## src/hdl/tmvp_pkg.sv

```systemverilog
// Shared types and constants for the ternary weight matrix-vector product.
package tmvp_pkg;

  // Fixed field widths
  localparam int CNT_W    = 7;
  localparam int ACC_W    = 23;
  localparam int SAMPLE_W = 16;
  localparam int SCALE_W  = 16;
  localparam int VALUE_W  = 30;
  localparam int PROD_W   = ACC_W + SCALE_W;
  localparam int ROW_W    = 6;
  localparam int COL_W    = 6;
  localparam int FRAC_W   = 8;
  localparam int CFG_IDX_W = 2;

  localparam logic [CNT_W-1:0] COUNT_MAX = 7'd127;

  // Configuration register indexes
  localparam logic [CFG_IDX_W-1:0] CFG_WEIGHT_SCALE = 2'd0;
  localparam logic [CFG_IDX_W-1:0] CFG_ROWS_USED    = 2'd1;
  localparam logic [CFG_IDX_W-1:0] CFG_COLS_USED    = 2'd2;

  // Reset values of the configuration registers
  localparam logic [SCALE_W-1:0] SCALE_RST = 16'd256;
  localparam logic [CNT_W-1:0]   ROWS_RST  = 7'd64;
  localparam logic [CNT_W-1:0]   COLS_RST  = 7'd64;

  // Input operations
  localparam logic OP_LOAD   = 1'b0;
  localparam logic OP_SAMPLE = 1'b1;

  // Ternary weight encodings; anything else reads as zero
  localparam logic [1:0] TRIT_POS = 2'b01;
  localparam logic [1:0] TRIT_NEG = 2'b11;

  // Per-beat control broadcast to every cell
  typedef struct packed {
    logic                       acc_en;
    logic                       close;
    logic                       shift_en;
    logic signed [SAMPLE_W-1:0] sample;
  } cell_ctl_t;

  // One result headed into the scaling stage
  typedef struct packed {
    logic                    err;
    logic                    last;
    logic [ROW_W-1:0]        idx;
    logic signed [ACC_W-1:0] sum;
  } res_t;

endpackage

```

## src/hdl/tmvp_cell.sv

```systemverilog
// One matrix row: weight memory, accumulator and a drain shift stage.
module tmvp_cell #(
  parameter int MAX_COLS = 64,
  parameter int ADDR_W   = 6
) (
  input  logic                                clk,
  input  logic                                rst_n,
  input  logic                                wr_en,
  input  logic [ADDR_W-1:0]                   wr_col,
  input  logic [1:0]                          wr_val,
  input  logic [ADDR_W-1:0]                   rd_addr,
  input  tmvp_pkg::cell_ctl_t                 ctl,
  input  logic signed [tmvp_pkg::ACC_W-1:0]   shift_in,
  output logic signed [tmvp_pkg::ACC_W-1:0]   shift_out
);
  import tmvp_pkg::*;

  logic [1:0]              mem [MAX_COLS];
  logic [1:0]              wt_r;
  logic signed [ACC_W-1:0] acc_r;
  logic signed [ACC_W-1:0] acc_nxt;
  logic signed [ACC_W-1:0] hold_r;

  // Weight memory; read is prefetched for the next column, writes forward
  always_ff @(posedge clk) begin
    if (wr_en) begin
      mem[wr_col] <= wr_val;
    end
    if (wr_en && (wr_col == rd_addr)) begin
      wt_r <= wr_val;
    end else begin
      wt_r <= mem[rd_addr];
    end
  end

  // Add, subtract or skip the sample
  always_comb begin
    acc_nxt = acc_r;
    if (ctl.acc_en) begin
      if (wt_r == TRIT_POS) begin
        acc_nxt = acc_r + ACC_W'(ctl.sample);
      end else if (wt_r == TRIT_NEG) begin
        acc_nxt = acc_r - ACC_W'(ctl.sample);
      end
    end
  end

  always_ff @(posedge clk) begin
    if (!rst_n) begin
      acc_r <= '0;
    end else if (ctl.close) begin
      acc_r <= '0;
    end else begin
      acc_r <= acc_nxt;
    end
  end

  // Drain stage: loaded with the final sum, then shifted toward row 0
  always_ff @(posedge clk) begin
    if (ctl.close) begin
      hold_r <= acc_nxt;
    end else if (ctl.shift_en) begin
      hold_r <= shift_in;
    end
  end

  assign shift_out = hold_r;

endmodule

```

## config.mk

```make
export PLATFORM = sky130hd
export DESIGN_NAME = tmvp_cell
export DESIGN_NICKNAME = d
export VERILOG_FILES = /design/src/hdl/tmvp_pkg.sv /design/src/hdl/tmvp_cell.sv
export SDC_FILE = /design/constraint.sdc
export NUM_CORES = 1
export LEC_CHECK = 0
export BUFFER_PORTS_ARGS = -buffer_cell sky130_fd_sc_hd__buf_2
export CAP_MARGIN = 20
export CORE_MARGIN = 4
export CORE_UTILIZATION = 65
export CTS_CLUSTER_DIAMETER = 40
export DETAILED_ROUTE_END_ITERATION = 12
export PLACE_DENSITY = 0.86
export SLEW_MARGIN = 5
export SYNTH_ARGS = -nofsm -noshare
export SYNTH_HDL_FRONTEND = slang
export SYNTH_SLANG_ARGS = --single-unit
```

## constraint.sdc

```tcl
create_clock -name clk -period 5 [get_ports clk]
set_clock_uncertainty 0.1 [all_clocks]
set_input_delay 0.25 -clock clk [delete_from_list [all_inputs] [get_ports clk]]
set_output_delay 0.25 -clock clk [all_outputs]
set_load 0.01 [all_outputs]
```

==> impl_metrics.tcl <==
set metrics [dict create \
    status "finished, final reports clean" \
    die_w_um 130 \
    grt_pass1_vias 6908 \
    relSlewSlack_pct 36.5 \
    vdd_drop_max_v 0.000308 \
    setup_slack_ns 1.05 \
    worstSkewPairLatency_ns 0.44 \
    synth_top_flop_cell "edfxtp_1" \
    critical_path_depth 10 \
    cp.arrival_ns 3.99 \
    globalRouteTotalUtil_pct 28.4 \
    rrSetupSlack_ns 1.05 \
    synth_area_per_cell_um2 11.7 \
    rsz0062_at_grt "false" \
    grt_pass1_wl_mm 36.8 \
    post_drt_wl_per_cell_um 21.0 \
    hp-class "in2reg" \
    cp_slowest_cell "dfxtp_1" \
    synthTopCellsByCount "edfxtp_1, nor2_1, a21oi_1" \
    min_period_ns 3.95 \
    area.growth.synth_to_final_pct 12.9 \
    clk_pin_slew_ns 0.07 \
    whs_ns 0.0107 \
    setup_violations 0 \
    dr.pass1.iters 6 \
    critPathMostFrequentCell "mux2i_1" \
    synth_edf_count 151 \
    path_cells "buf_4 -> mux2_2 -> o22ai_1 -> o31ai_1 -> o21ai_2 -> and2_4 -> mux2i_1 -> xnor2_1 -> mux2i_1 -> a21oi_1" \
    worst_pin_slew_ns 0.951 \
    yosysUniqueCellTypes 77 \
    place_congestion 0.903 \
    cts_setup_buffers 0 \
    crit_path_end_kind "flip-flop" \
    cts_tree "yes" \
    synth-simple-area-share_pct 12.7 \
    synthAdderAreaFrac_pct 6.06 \
    grt.overflow.total 0 \
    synthCells 836 \
    cp_max_fo 21 \
    antenna_found_initial 0 \
    synth_area_um2 9740 \
    wl_mm 23.2 \
    core_um2 14600 \
    drive_gt1_share_pct 19.2 \
    p_leak_uw 0.00418 \
    numCtsBuffers 17 \
    place_ws_ns 1.12 \
    synth_top_area_share_pct 46.5 \
    die_y_um 130 \
    rr_endpoint "shift_out[11]" \
    clockBufferDepth 2 \
    grt_start_max_net_pins 65 \
    synth_area_leaders "edfxtp_1, mux4_2, dfxtp_1, ha_1, nor2_1" \
    maxSlewViolCount 0 \
    diodes 0 \
    synth_top_family_by_area "simple AND/OR/NAND/NOR gates" \
    synth_compound_area_share_pct 12.3 \
    ant_nets 0 \
    port_buffers 81 \
    finalNetCount 1013 \
    htreeDepth 4 \
    cp.required_ns 5.04 \
    initial_core_util_pct 66.8 \
    synth_top_area_cell "edfxtp_1" \
    timing.setup.critical_path_class "reg2reg" \
    period_share_pct 79.0 \
    die-area_um2 17000 \
    synth_fp_nets 941 \
    hpwlAfterDp_mm 15.1 \
    cp-start-kind "flip-flop" \
    critPathTopFamily "compound AO/OA/AOI/OAI gates" \
    synth_xor_area_share_pct 1.44 \
    routed-via-count 7241 \
    setup_tns_ns 0 \
    rr_worst_depth 10 \
    asyncSetResetFlopFracSynth_pct 0 \
    drt_iter0_drc 815 \
    muxShareOfSynthArea_pct 11.1 \
    cts_num_sinks 180 \
    drc_errors 0 \
    yosysSeqAreaShare_pct 52.5 \
    ys.warnings.count 0 \
    drt-vias-per-instance 6.55 \
    drv_cap 0 \
    core.rowCount 44 \
    powerDensity_nw_per_um2 335 \
    cpPeakStageDelay_ns 0.70 \
    critical_path_buf_inv_count 1 \
    power.total_uw 3680 \
    ios 82 \
    post-synth-top-count-cell "edfxtp_1" \
    hold_viol 0 \
    synth-seq-cells 180 \
    cts-root-buf "clkbuf_16" \
    timing.fmax_mhz 253 \
    crit_end "shift_out[11]" \
]
-- how the worst min path moves through the flow --
stage	startpoint	end	slack [ns]	cells after the start
after floorplan	rd_addr[0]	flip-flop	0.18	0
after global routing	shift_in[15]	shift_out[15]	0.01	3
after CTS	shift_in[15]	shift_out[15]	0.001	3
after detailed placement	rd_addr[4]	flip-flop	0.25	1
after global placement	rd_addr[3]	flip-flop	0.25	1
final	shift_in[15]	shift_out[15]	0.01	3
-- layout make-up --
| cell class | instances | area, um^2 |
|---|---|---|
| Multi-Input combinational cell | 565 | 4250 |
| Fill cell | 920 | 3590 |
| Timing Repair Buffer | 99 | 608 |
| Clock buffer | 19 | 433 |
| Inverter | 45 | 169 |
| Tap cell | 184 | 230 |
| Clock inverter | 13 | 191 |
| Sequential cell | 180 | 5120 |
-- metrics by stage --
step	utilization [%]	cell area [um^2]	instances
finish	75.4	11000	1105
global route	75.4	11000	1105
detailed placement	70.0	10200	1058
floorplan	-	9740	836
CTS	75.1	11000	1102
global placement	70.0	10200	1058
-- routing by layer --
metal,part of all wire [%],routed length (um),GRT usage (%),vias to the layer above
met1,41,9560,40.6,3507
met5,0,0,0,-
met3,8.2,1910,5.00,52
met2,49,11300,44.9,429
li1,-,-,-,3253
met4,2.0,471,9.38,0
-- cell families after synthesis --
kind of cell / count (synthesis)
AOI/OAI and AO/OA: 174
xor gates and xnor gates: 16
adders and majority gates: 46
buffers and inverters: 91
DFF: 180
muxes: 65
and+or+nand+nor: 264
-- tightest hold or removal path, cell delays in order --
cell	delay [ns]
buf_2	0.07
a21oi_1	0.05
o21ai_1	0.06
-- power breakdown --
group | switching (uW) | internal (uW) | leakage [uW]
Sequential | 28.7 | 1670 | 0.00163
Combinational | 324 | 224 | 0.00225
Clock | 585 | 846 | 0.000304
-- flip-flops by register name (all words and copies together), names as in the netlist, named ones only --
name       cells
shift_out     23
mem          128
acc_r         23
-- cells in the final DEF, fill, tap and decap left out, types with 5 or more instances in the layout --
cell type	n
ha_1	44
nor2b_1	13
clkbuf_16	17
nand2_1	39
a211oi_1	9
dlygate4sd3_1	12
nand2b_1	11
and2_1	5
nand3_1	22
edfxtp_1	151
o21ai_0	27
mux2_2	7
nor3_1	8
inv_1	43
a22oi_1	5
and3_1	8
xnor2_1	15
dfxtp_1	28
buf_2	81
mux2i_1	24
inv_6	5
a21oi_1	52
nor2_1	127
a21o_1	9
mux4_2	34
a31oi_1	5
-- timing repair --
item,in CTS,in global routing
hold buffers,12,0
endpoints found under the hold margin,12,0
gates resized for setup,0,0
Power figures use the tool's default switching activity.
