`config.mk`:
```
export PLATFORM = sky130hd
export DESIGN_NAME = tmvp_out
export DESIGN_NICKNAME = d
export VERILOG_FILES = /design/src/hdl/tmvp_pkg.sv /design/src/hdl/tmvp_out.sv
export SDC_FILE = /design/constraint.sdc
export NUM_CORES = 1
export LEC_CHECK = 0
export ABC_CLOCK_PERIOD_IN_PS = 11700
export CAP_MARGIN = 20
export CELL_PAD_IN_SITES_DETAIL_PLACEMENT = 1
export CELL_PAD_IN_SITES_GLOBAL_PLACEMENT = 2
export CORE_UTILIZATION = 47
export DETAILED_ROUTE_END_ITERATION = 8
export DONT_BUFFER_PORTS = 1
export GPL_TIMING_DRIVEN = 0
export HOLD_SLACK_MARGIN = 0.12
export PLACE_DENSITY = 0.94
export RECOVER_POWER = 25
export SLEW_MARGIN = 25
export SYNTH_ARGS = -nofsm -noshare
export SYNTH_HDL_FRONTEND = slang
export SYNTH_SLANG_ARGS = --single-unit
```
`constraint.sdc`:
```
create_clock -name clk -period 11.7 [get_ports clk]
set_input_delay 2.925 -clock clk [delete_from_list [all_inputs] [get_ports clk]]
set_output_delay 2.925 -clock clk [all_outputs]
set_load 0.02 [all_outputs]
```
`src/hdl/tmvp_pkg.sv`:
```
// Shared types and constants for the ternary weight matrix-vector product.
package tmvp_pkg;

  // Fixed field widths
  localparam int CNT_W    = 7;
  localparam int ACC_W    = 23;
  localparam int SAMPLE_W = 16;
  localparam int SCALE_W  = 16;
  localparam int VALUE_W  = 30;
  localparam int PROD_W   = ACC_W + SCALE_W;
  localparam int ROW_W    = 6;
  localparam int COL_W    = 6;
  localparam int FRAC_W   = 8;
  localparam int CFG_IDX_W = 2;

  localparam logic [CNT_W-1:0] COUNT_MAX = 7'd127;

  // Configuration register indexes
  localparam logic [CFG_IDX_W-1:0] CFG_WEIGHT_SCALE = 2'd0;
  localparam logic [CFG_IDX_W-1:0] CFG_ROWS_USED    = 2'd1;
  localparam logic [CFG_IDX_W-1:0] CFG_COLS_USED    = 2'd2;

  // Reset values of the configuration registers
  localparam logic [SCALE_W-1:0] SCALE_RST = 16'd256;
  localparam logic [CNT_W-1:0]   ROWS_RST  = 7'd64;
  localparam logic [CNT_W-1:0]   COLS_RST  = 7'd64;

  // Input operations
  localparam logic OP_LOAD   = 1'b0;
  localparam logic OP_SAMPLE = 1'b1;

  // Ternary weight encodings; anything else reads as zero
  localparam logic [1:0] TRIT_POS = 2'b01;
  localparam logic [1:0] TRIT_NEG = 2'b11;

  // Per-beat control broadcast to every cell
  typedef struct packed {
    logic                       acc_en;
    logic                       close;
    logic                       shift_en;
    logic signed [SAMPLE_W-1:0] sample;
  } cell_ctl_t;

  // One result headed into the scaling stage
  typedef struct packed {
    logic                    err;
    logic                    last;
    logic [ROW_W-1:0]        idx;
    logic signed [ACC_W-1:0] sum;
  } res_t;

endpackage

```
`src/hdl/tmvp_out.sv`:
```
// Scaling multiplier and output register with stall handling.
module tmvp_out (
  input  logic                                  clk,
  input  logic                                  rst_n,
  input  logic signed [tmvp_pkg::SCALE_W-1:0]   scale,
  input  logic                                  issue_v,
  input  tmvp_pkg::res_t                        issue,
  output logic                                  take,
  output logic                                  out_valid,
  input  logic                                  out_ready,
  output logic [tmvp_pkg::ROW_W-1:0]            out_row_index,
  output logic signed [tmvp_pkg::VALUE_W-1:0]   out_value,
  output logic                                  out_status,
  output logic                                  out_last_res
);
  import tmvp_pkg::*;

  logic                     p_v_r;
  logic                     p_err_r;
  logic                     p_last_r;
  logic [ROW_W-1:0]         p_idx_r;
  logic signed [PROD_W-1:0] prod_r;
  logic signed [PROD_W-1:0] prod_nxt;
  logic                     out_valid_r;

  assign take     = !out_valid_r || out_ready;
  assign prod_nxt = PROD_W'(issue.sum) * PROD_W'(scale);

  // Valid bits
  always_ff @(posedge clk) begin
    if (!rst_n) begin
      p_v_r       <= 1'b0;
      out_valid_r <= 1'b0;
    end else if (take) begin
      p_v_r       <= issue_v;
      out_valid_r <= p_v_r;
    end
  end

  // Product stage and output register; the >>8 floors by bit selection
  always_ff @(posedge clk) begin
    if (take) begin
      p_err_r       <= issue.err;
      p_last_r      <= issue.last;
      p_idx_r       <= issue.idx;
      prod_r        <= prod_nxt;
      out_row_index <= p_idx_r;
      out_value     <= p_err_r ? '0 : prod_r[FRAC_W+VALUE_W-1:FRAC_W];
      out_status    <= p_err_r;
      out_last_res  <= p_last_r;
    end
  end

  assign out_valid = out_valid_r;

endmodule

```
==> impl_metrics.yaml <==
setup_path:
  cp_common_cell: "fa_1"
  crit_type: "in2reg"
  cp.required_ps: 11790
  endpoint_kind: "register"
  critPathArrivalTime_ps: 10120
  cpPeakStageDelay_ps: 720
  path_cells: "clkbuf_1 -> nand2_1 -> fa_1 -> inv_1 -> fa_1 -> inv_1 -> fa_1 -> inv_1 -> fa_1 -> fa_1 -> inv_1 -> fa_1 -> inv_1 -> ha_1 -> and3_1 -> nand4_1 -> or3_1 -> a21oi_2 -> o21bai_2 -> a21oi_2 -> o31ai_1 -> xnor2_1"
  start_kind: "input pin"
  cp_slowest_cell: "clkbuf_1"
  crit_path_max_fanout: 10
logic_synthesis:
  synth_cell_types: 48
  syn_area_um2: 15400
  async_flop_share: 0
  synth_edf_count: 76
  ys_ff_latch: 78
  yosys_warnings: 0
  syn_inst: 1578
  yosys_most_used_dff: "edfxtp_1"
  syn_nets: 2073
  syn_area_per_cell_um2: 9.78
  seq_area_frac_synth: 0.151
cts:
  post-cts-setup-buffer-count: 0
  cts-resized-gates: 0
  cts_buffers: 9
  clkLatencyLatePin_ps: 380
  clockBufferDepth: 2
  cts_max_level: 3
  clk_pin_slew_ps: 70
  root_buffer: "clkbuf_16"
  tritoncts: "yes"
  cts_hold_buffers: 0
  clock-sinks: 78
floorplanning:
  die_area_um2: 33600
  start_util: 0.483
  die_x_um: 183
  core_um2: 32000
  fp-row-count: 65
  ios: 91
  fp.dieH_um: 183
timing:
  rsz0062_at_grt: "no"
  setup_tns_ps: 0
  relSlewSlack: -0.216
  max_freq_ghz: 0.0997
  setup_viol: 0
  finalHoldViolations: 0
  fin_skew_ps: 19.5
  drv_slew: 34
  period_needed_ps: 10030
  fin_crit_sh: 0.857
  worstMarginPinSlew_ps: 1820
cells_and_area:
  final_cell_mix: "inv_1 (434), fa_1 (353), nand2_1 (220), and2_1 (138), ha_1 (91)"
  area_growth_pct: 5.49
  drive_above_1_share: 0.0188
  nets: 2085
  fillers: 3624
  layout_commonest_cell: "inv_1"
grt:
  busiest_layer: "met2"
  gr-total-overflow: 0
  grtUsageMet2: 0.486
  gr-usage-met1: 0.346
  grt_usage: 0.285
  grt_max_degree: 47
  grtUsageMet3: 0.0594
  grt_pass1_wl_um: 69400
  antenna_found_initial: 0
  grt_pass1_vias: 12400
run_status:
  status: "finished with violations"
  violations: "capacitance limit, slew limit"
drt:
  dr.pass1.iters: 5
  dr_total_vias: 10600
  vias_per_cell: 5.19
  ant_nets: 0
  wl_per_cell_um: 21.8
  drc: 0
  drtIter0Drc: 411
  totalWireLength_um: 44200
placed_design:
  gp_congestion: 0.913
  port_buffers: 0
  place_hpwl_um: 37200
job:
  maxCapViolCount: 1
hold_path:
  hold_class: "reg2reg"
[synthesized netlist by cell type (all sizes together) (2+ instances only)]
| master | count | share of area |
|---|---|---|
| and3 | 4 | 0.0016 |
| and2 | 138 | 0.056 |
| or2 | 2 | 0.00081 |
| o21ai | 11 | 0.0036 |
| a31o | 2 | 0.0011 |
| inv | 434 | 0.11 |
| nand3 | 8 | 0.0026 |
| a21boi | 2 | 0.00097 |
| a21o | 9 | 0.0044 |
| dfxtp | 2 | 0.0026 |
| ha | 91 | 0.074 |
| nor2b | 34 | 0.014 |
| nor3 | 7 | 0.0023 |
| o21bai | 3 | 0.0017 |
| nand4 | 3 | 0.0012 |
| clkbuf | 57 | 0.014 |
| nand2 | 220 | 0.054 |
| o21a | 5 | 0.0024 |
| nor2 | 36 | 0.0089 |
| nand2b | 11 | 0.0045 |
| a311oi | 2 | 0.0015 |
| xnor2 | 32 | 0.018 |
| a21oi | 16 | 0.0067 |
| xor2 | 4 | 0.0023 |
| fa | 353 | 0.46 |
| edfxtp | 76 | 0.15 |
| or3 | 2 | 0.00081 |
[cell type report]
| type | instances | area [um2] | share of cell area |
|---|---|---|---|
| Multi-Input combinational cell | 1009 | 11300 | 0.692 |
| Sequential cell | 78 | 2320 | 0.143 |
| Inverter | 434 | 1630 | 0.100 |
| Tap cell | 435 | 544 | 0.0334 |
| Clock buffer | 10 | 229 | 0.0141 |
| Buffer | 57 | 214 | 0.0131 |
| Clock inverter | 6 | 43.8 | 0.00269 |
| Timing Repair Buffer | 1 | 27.5 | 0.00169 |
| Antenna cell | 1 | 2.50 | 0.000154 |
[state kept, by name, indices dropped and copies added (netlist names)]
name           count
out_last_res       1
out_row_index      6
out_status         1
out_valid          1
out_value         30
p_err_r            1
p_idx_r            6
p_last_r           1
p_v_r              1
prod_r            30
[kinds of logic after synthesis]
| logic type | after synthesis | synth area share |
|---|---|---|
| buf+inv | 491 | 0.119 |
| simple gates | 468 | 0.148 |
| fa+ha+maj | 444 | 0.532 |
| flops | 78 | 0.151 |
| compound gates | 60 | 0.0295 |
| xor+xnor | 36 | 0.0204 |
| mux | 1 | 0.000649 |
[per-stage QoR]
stage | std cells | hold slack (ps) | cell area, um2 | setup slack, ps | util
final | 2031 | 422 | 16300 | 1670 | 0.509
after detailed placement | 2014 | 412 | 16000 | 1330 | 0.501
after global routing | 2030 | 433 | 16300 | 1520 | 0.509
after floorplan | 1578 | 400 | 15400 | 3170 | -
after global placement | 2013 | 403 | 16000 | 1500 | 0.500
after CTS | 2030 | 424 | 16300 | 1730 | 0.509
[critical path: cells and delay by family]
| kind | cells | cell delay, ps |
|---|---|---|
| simple gates | 4 | 1250 |
| compound gates | 4 | 1030 |
| buf+inv | 6 | 990 |
| xor+xnor | 1 | 490 |
| fa+ha+maj | 7 | 3420 |
[worst paths after layout]
path                                 to  cells after the start                   start  slack [ps]
max reg2reg        prod_r[19]$_DFFE_PP_                      2  out_valid$_SDFFE_PN0P_        9340
max                prod_r[37]$_DFFE_PP_                     22                scale[2]        1670
min          out_row_index[1]$_DFFE_PP_                      0    p_idx_r[1]$_DFFE_PP_         420
min reg2reg  out_row_index[1]$_DFFE_PP_                      0    p_idx_r[1]$_DFFE_PP_         420
[per-layer routing]
metal	vias to the layer above	part of all wire
li1	4573	-
met3	108	0.062
met2	320	0.49
met1	5550	0.40
met5	-	0
met4	0	0.051
Power is not shown: default switching activity piles up to over one toggle a cycle in this logic, so the estimate is an artifact.
